$ cat config.mk
export PLATFORM = sky130hd
export DESIGN_NAME = esa_free_stack
export DESIGN_NICKNAME = d
export VERILOG_FILES = /design/src/esa_pkg.sv /design/src/esa_free_stack.sv
export SDC_FILE = /design/constraint.sdc
export NUM_CORES = 2
export LEC_CHECK = 0
export BUFFER_PORTS_ARGS = -buffer_cell sky130_fd_sc_hd__clkbuf_2
export CAP_MARGIN = 25
export CORE_ASPECT_RATIO = 0.6
export CORE_UTILIZATION = 37
export CTS_CLUSTER_SIZE = 40
export DETAILED_ROUTE_END_ITERATION = 16
export GPL_TIMING_DRIVEN = 0
export SKIP_LAST_GASP = 1
export SLEW_MARGIN = 5
export SYNTH_ARGS = -nofsm -noshare
export SYNTH_HDL_FRONTEND = slang
export SYNTH_SLANG_ARGS = --single-unit
export TNS_END_PERCENT = 50
$ cat constraint.sdc
create_clock -name clk -period 4.4 [get_ports clk]
set_input_delay 0.66 -clock clk [delete_from_list [all_inputs] [get_ports clk]]
set_output_delay 0.66 -clock clk [all_outputs]
set_load 0.1 [all_outputs]
$ cat src/esa_pkg.sv
// Shared types and constants for the entity slot allocator.
package esa_pkg;

	localparam int MAX_SLOTS           = 256;
	localparam int NUM_COMPONENT_TYPES = 32;
	localparam int SLOT_W              = 8;
	localparam int CNT_W               = 9;
	localparam int MASK_W              = 32;
	localparam int CMD_W               = 3;
	localparam int COMP_W              = 5;

	typedef enum logic [CMD_W-1:0] {
		CMD_CREATE  = 3'd0,
		CMD_DESTROY = 3'd1,
		CMD_ADD     = 3'd2,
		CMD_REMOVE  = 3'd3,
		CMD_HAS     = 3'd4,
		CMD_QUERY   = 3'd5
	} cmd_t;

	typedef struct packed {
		logic              alive;
		logic [MASK_W-1:0] mask;
	} slot_entry_t;

	typedef struct packed {
		logic              en;
		logic [SLOT_W-1:0] addr;
		slot_entry_t       data;
	} slot_wr_t;

	typedef struct packed {
		logic              push;
		logic              pop;
		logic [SLOT_W-1:0] data;
	} stack_op_t;

endpackage

$ cat src/esa_free_stack.sv
// Free slot stack: memory of recycled slots and its top pointer.
module esa_free_stack (
	input  logic                       clk,
	input  logic                       arst_n,
	input  logic                       rd_en,
	input  esa_pkg::stack_op_t         op,
	output logic [esa_pkg::SLOT_W-1:0] top_slot,
	output logic [esa_pkg::CNT_W-1:0]  free_top
);
	import esa_pkg::*;

	logic [SLOT_W-1:0] mem [MAX_SLOTS];
	logic [SLOT_W-1:0] top_q;
	logic [CNT_W-1:0]  free_top_q;

	// The entry read below the pointer is only used when the stack is not empty.
	always_ff @(posedge clk) begin
		if (op.push) begin
			mem[free_top_q[SLOT_W-1:0]] <= op.data;
		end
		if (rd_en) begin
			top_q <= mem[SLOT_W'(free_top_q - CNT_W'(1))];
		end
	end

	always_ff @(posedge clk or negedge arst_n) begin
		if (!arst_n) begin
			free_top_q <= '0;
		end else if (op.push) begin
			free_top_q <= free_top_q + CNT_W'(1);
		end else if (op.pop) begin
			free_top_q <= free_top_q - CNT_W'(1);
		end
	end

	assign top_slot = top_q;
	assign free_top = free_top_q;
endmodule
=== Yosys cells after proc, flatten, opt, wreduce, memory -nomap -nowiden ===
Memory sizes are Yosys's and may differ from the RTL's. A register that Yosys moved wholly into a read port is not among the register bits.
Index checks and enable logic that the tools add are counted.

* Register bits after elaboration: 9
* Bits in latches: 0
* Bits in writable memories: 2,048
* Bits in read-only memories: 0
* Memories kept: 1

* Add/subtract/negate cells: 2
* Multiply operators: 0
* Divide/modulo/power cells: 0
* $lt $le $gt $ge: 0
* Equality and inequality tests: 0
* Shift operators: 0
* Multiplexer cells: 4
* Bitwise gates (word level): 0
* Reduce and logical (&&, ||, !) cells: 1

{| class="wikitable"
|+ Memory list
! memory !! words !! bits a word !! rd ports !! clocked after memory_dff !! write ports !! RTL line !! source
|-
| mem || 256 || 8 || 1 || 1 || 1 || esa_free_stack.sv:12 || <nowiki>logic [SLOT_W-1:0] mem [MAX_SLOTS];</nowiki>
|}

{| class="wikitable"
|+ Operators by type and width
! kind !! count
|-
| 2-to-1 mux 9 bit || 2
|-
| adder 9 x 1 -> 9 bit, second input constant || 1
|-
| subtractor 9 x 1 -> 9 bit, second input constant || 1
|-
| 2-to-1 mux 1 bit || 2
|-
| nonzero test 2 bit || 1
|}

=== Depth between registers and ports, before layout ===
* Depth after elaboration: 3
* Depth in mapped cells: 17
* Depth with buffers taken out: 9

=== Worst setup path before layout ===
No wires, ideal clock.

* Kind: reg2reg
* Start: register free_top_q[0], in the netlist free_top[0]
* End: register top_q[4], in the netlist top_slot[4], read port of mem (data pin)
* Arrival time: 4.301 ns
* Setup slack: -0.173 ns
* Cell stages (with the launch flop): 17
* Path buffers: 9
* Clock period less this slack: 4.573 ns
* Cell sequence: dfrtp_1 -> buf_6 -> buf_6 -> buf_2 -> buf_2 -> buf_2 -> inv_1 -> ha_1 -> buf_2 -> buf_2 -> buf_1 -> clkbuf_1 -> mux4_2 -> a22oi_1 -> a21oi_1 -> nor3_1 -> o221ai_1

* Word-level cells in the longest chain between the ends: 1

{| class="wikitable"
|+ RTL lines
! element !! RTL line !! source
|-
| start, declared || esa_free_stack.sv:14 || <nowiki>logic [CNT_W-1:0] free_top_q;</nowiki>
|-
| start signal, assigned || esa_free_stack.sv:30 || <nowiki>free_top_q <= free_top_q + CNT_W'(1);</nowiki>
|-
| start signal, assigned || esa_free_stack.sv:32 || <nowiki>free_top_q <= free_top_q - CNT_W'(1);</nowiki>
|-
| subtractor 9 x 1 -> 9 bit || n/a ||
|-
| end, declared || esa_free_stack.sv:13 || <nowiki>logic [SLOT_W-1:0] top_q;</nowiki>
|}

No other way between the ends.
A chain may end at the register's enable or synchronous reset.

=== Final worst setup path ===
* Start: register free_top_q[0], in the netlist free_top[0]
* End: register top_q[1], in the netlist top_slot[1], read port of mem (data pin)

The elaborated chain is that of the path after synthesis.

==> results.sh <==
export IMPL_slew_violations=0
export IMPL_area_sequential_um2=61970
export IMPL_grt_pass1_vias=39200
export IMPL_cts_buffer_depth=4
export IMPL_antenna_found_initial=12
export IMPL_dr_pass1_iters=12
export IMPL_path_delay_family="buffers and inverters"
export IMPL_power_switching_mw=27.93
export IMPL_drive_gt1_frac=0.2940
export IMPL_synth_avg_cell_area_um2=21.64
export IMPL_final_nets=3998
export IMPL_grt_first_pass_wirelength_um=317400
export IMPL_synth_edf_count=2056
export IMPL_die_x_um=600.8
export IMPL_path_clk_slew_ps=70
export IMPL_drt_antenna_violating_nets=0
export IMPL_violations="DRC, setup timing"
export IMPL_crit_path_end_kind="register"
export IMPL_yosys_register_bits=2065
export IMPL_drc=2
export IMPL_critPathMaxFanout=16
export IMPL_grtUsageMet2=0.2635
export IMPL_gp_congestion=0.9895
export IMPL_ios=30
export IMPL_die_y_um=361.3
export IMPL_holdCritPathClass="input port to register"
export IMPL_cts_sinks=2065
export IMPL_yosys_area_top_type_share=0.7757
export IMPL_final_util=0.4327
export IMPL_internal_power_mw=42.31
export IMPL_die_area_um2=217000
export IMPL_p_per_area_nw_per_um2=761.9
export IMPL_numCtsBuffers=190
export IMPL_worstPathArrival_ps=4910
export IMPL_area_delta_synth_final_pct=15.82
export IMPL_portBuffers=29
export IMPL_grt_overflow_total=0
export IMPL_worstMarginPinSlew_ps=1093
export IMPL_grt_busiest_layer="met1"
export IMPL_p_leak_nw=28.33
export IMPL_gr_usage_met1=0.3242
export IMPL_period_share=1.004
export IMPL_report_final_setup_viol=4
export IMPL_fin_ws_ps=-15.42
export IMPL_synth_warnings=0
export IMPL_htree_levels=4
export IMPL_cp_data_required_time_ps=4900
export IMPL_vias=40830
export IMPL_whs_ps=208.8
export IMPL_cts_tree="yes"
export IMPL_clk_insertion_delay_late_ps=840
export IMPL_switching_share=0.3977
export IMPL_cpPeakStageDelay_ps=450
export IMPL_clkPwrFrac=0.234
export IMPL_gr_usage_met3=0.09742
export IMPL_syn_num_nets=3696
export IMPL_status="finished, violations left"
export IMPL_synth_area_um2=79600
export IMPL_crit_chain="buf_12 > buf_12 > buf_12 > buf_12 > inv_1 > ha_4 > bufbuf_16 > buf_8 > clkbuf_4 > buf_12 > mux4_2 > a22oi_1 > nand2_1 > a22o_1 > nor3_4 > o221ai_4"
export IMPL_max_clock_freq_ghz=0.2265
export IMPL_cp_common_cell="buf_12"
export IMPL_wire_per_inst_um=32.94
export IMPL_drt_wl_total_um=230300
export IMPL_initial_core_util=0.3736
export IMPL_grt_max_degree=141
export IMPL_ir_worst_vdd_mv=0.5573
export IMPL_synthArstFlopShare=0.004358
export IMPL_pwr_share_comb=0.451
export IMPL_core_area_um2=213100
export IMPL_cts_root_buf="clkbuf_16"
export IMPL_synthFlopType="edfxtp_1"
export IMPL_max_slew_margin=0.2686
export IMPL_cpMaxStageDelayCell="nor3_4"
export IMPL_viasPerCell=5.839
export IMPL_drv_cap=0
export IMPL_critPathBufInv=9
export IMPL_syn_inst=3679
export IMPL_grt_setup_unrepaired="yes"
export IMPL_pre_cts_ws_ps=-3023
export IMPL_drt_iter0_drc=6127
export IMPL_dpl_hpwl_um=157600
export IMPL_fin_crit_ps=4415
export IMPL_hold_violations=0
export IMPL_seq_power_share=0.315
export IMPL_final_setup_skew_ps=58.46
export IMPL_ys_top_cells_by_area="edfxtp_1, mux4_2, a22oi_1"
export IMPL_crit_path_start_kind="register"
export IMPL_num_fill_cells=18140
export IMPL_rows=131
export IMPL_groute_usage_overall=0.2100
export IMPL_synth_largest_area_cell="edfxtp_1"
export IMPL_synth_seq_area_share=0.7785
export IMPL_synth_cell_types=51
export IMPL_multi_input_area_um2=17540
export IMPL_critical_path_class="register to register"
-- worst reg2reg max path: stages, from the launching register on --
cell	delay (ps)
dfrtp_2	430
buf_12	190
buf_12	180
buf_12	170
buf_12	160
inv_1	90
ha_4	300
bufbuf_16	300
buf_8	180
clkbuf_4	210
buf_12	170
mux4_2	370
a22oi_1	250
nand2_1	120
a22o_1	260
nor3_4	450
o221ai_4	230
-- cell type report --
cell class,count,share of cell area
Sequential cell,2065,0.6721
Multi-Input combinational cell,1385,0.1902
Clock buffer,238,0.05399
Tap cell,2859,0.03880
Timing Repair Buffer,113,0.01781
Buffer,223,0.01589
Clock inverter,96,0.01076
Antenna cell,10,0.0002714
Inverter,3,0.0001221
-- final timing paths --
check | startpoint | to | slack, ps | depth (start not counted)
min reg2reg | free_top[8] | free_top[8] | 620 | 1
max reg2reg | free_top[0] | top_slot[1] | -20 | 16
max in group asynchronous | arst_n | free_top[0] | 3840 | 2
max | free_top[0] | top_slot[1] | -20 | 16
min | rd_en | top_slot[5] | 210 | 1
min in group asynchronous | arst_n | free_top[6] | 340 | 2
-- synth_stat cells, types with 12 or more instances --
cell      count
edfxtp_1   2056
mux4_2      512
nor2_1      271
a22oi_1     193
clkbuf_1    113
nand2_1     113
buf_2        96
a21oi_1      49
a22o_1       48
nand3_1      31
nor3_1       28
mux2i_1      24
a211o_1      16
a32oi_1      16
o221ai_1     16
buf_1        12
-- state kept, by name, indices dropped and copies added (netlist names) --
name	flops
mem	2048
free_top	9
top_slot	8
-- through the flow --
stage / instance area (um2) / instances / setup TNS (ps) / total power [mW]
floorplan: 79600 / 3679 / 0 / 37.63
global placement: 83320 / 6567 / -3220610 / 49.56
detailed placement: 84620 / 6626 / -98570 / 50.16
CTS: 91920 / 6971 / 0 / 69.06
global route: 92170 / 6982 / -184.0 / 71.82
finish: 92190 / 6992 / -38.83 / 70.24
-- per-layer routing --
metal,part of all wire,up-vias
met5,0.00099,-
met4,0.022,5
met3,0.16,335
met2,0.38,2472
met1,0.43,21910
li1,-,16110
-- placed cells by master (no fill, tap or decap), types with 37 or more instances in the layout --
cell type / n
clkbuf_2: 58
clkinv_1: 37
nor2_1: 258
nand2_1: 99
a21oi_1: 38
edfxtp_1: 2056
buf_2: 86
mux4_2: 512
buf_4: 39
a22oi_1: 163
clkbuf_1: 76
clkbuf_16: 198
a22o_1: 42
-- timing repair --
item / in CTS / in global routing
resized for setup: 310 / 32
hold buffers: 1 / 0
setup endpoints to repair: 358 / 61
pin swaps: 14 / 12
cloned: 1 / 0
hold endpoints to repair: 9 / 0
setup buffers: 10 / 0
-- cell families after synthesis --
group,count (synthesis),synth area share
DFF,2065,0.7785
muxes,536,0.1479
and+or+nand+nor,480,0.02520
AOI/OAI and AO/OA,350,0.03299
buffers and inverters,229,0.01264
xor gates and xnor gates,15,0.002169
adders and majority gates,4,0.0006288
-- power by group through the flow --
stage / combinational [mW] / clock [mW] / sequential [mW]
after floorplan: 14.5 / 0 / 23.1
after global placement: 26.9 / 0 / 22.7
after detailed placement: 27.6 / 0 / 22.6
after CTS: 30.4 / 16.6 / 22.1
after global routing: 32.4 / 17.3 / 22.1
final: 31.7 / 16.4 / 22.1
Note: power is estimated with default switching activity, not from simulation.
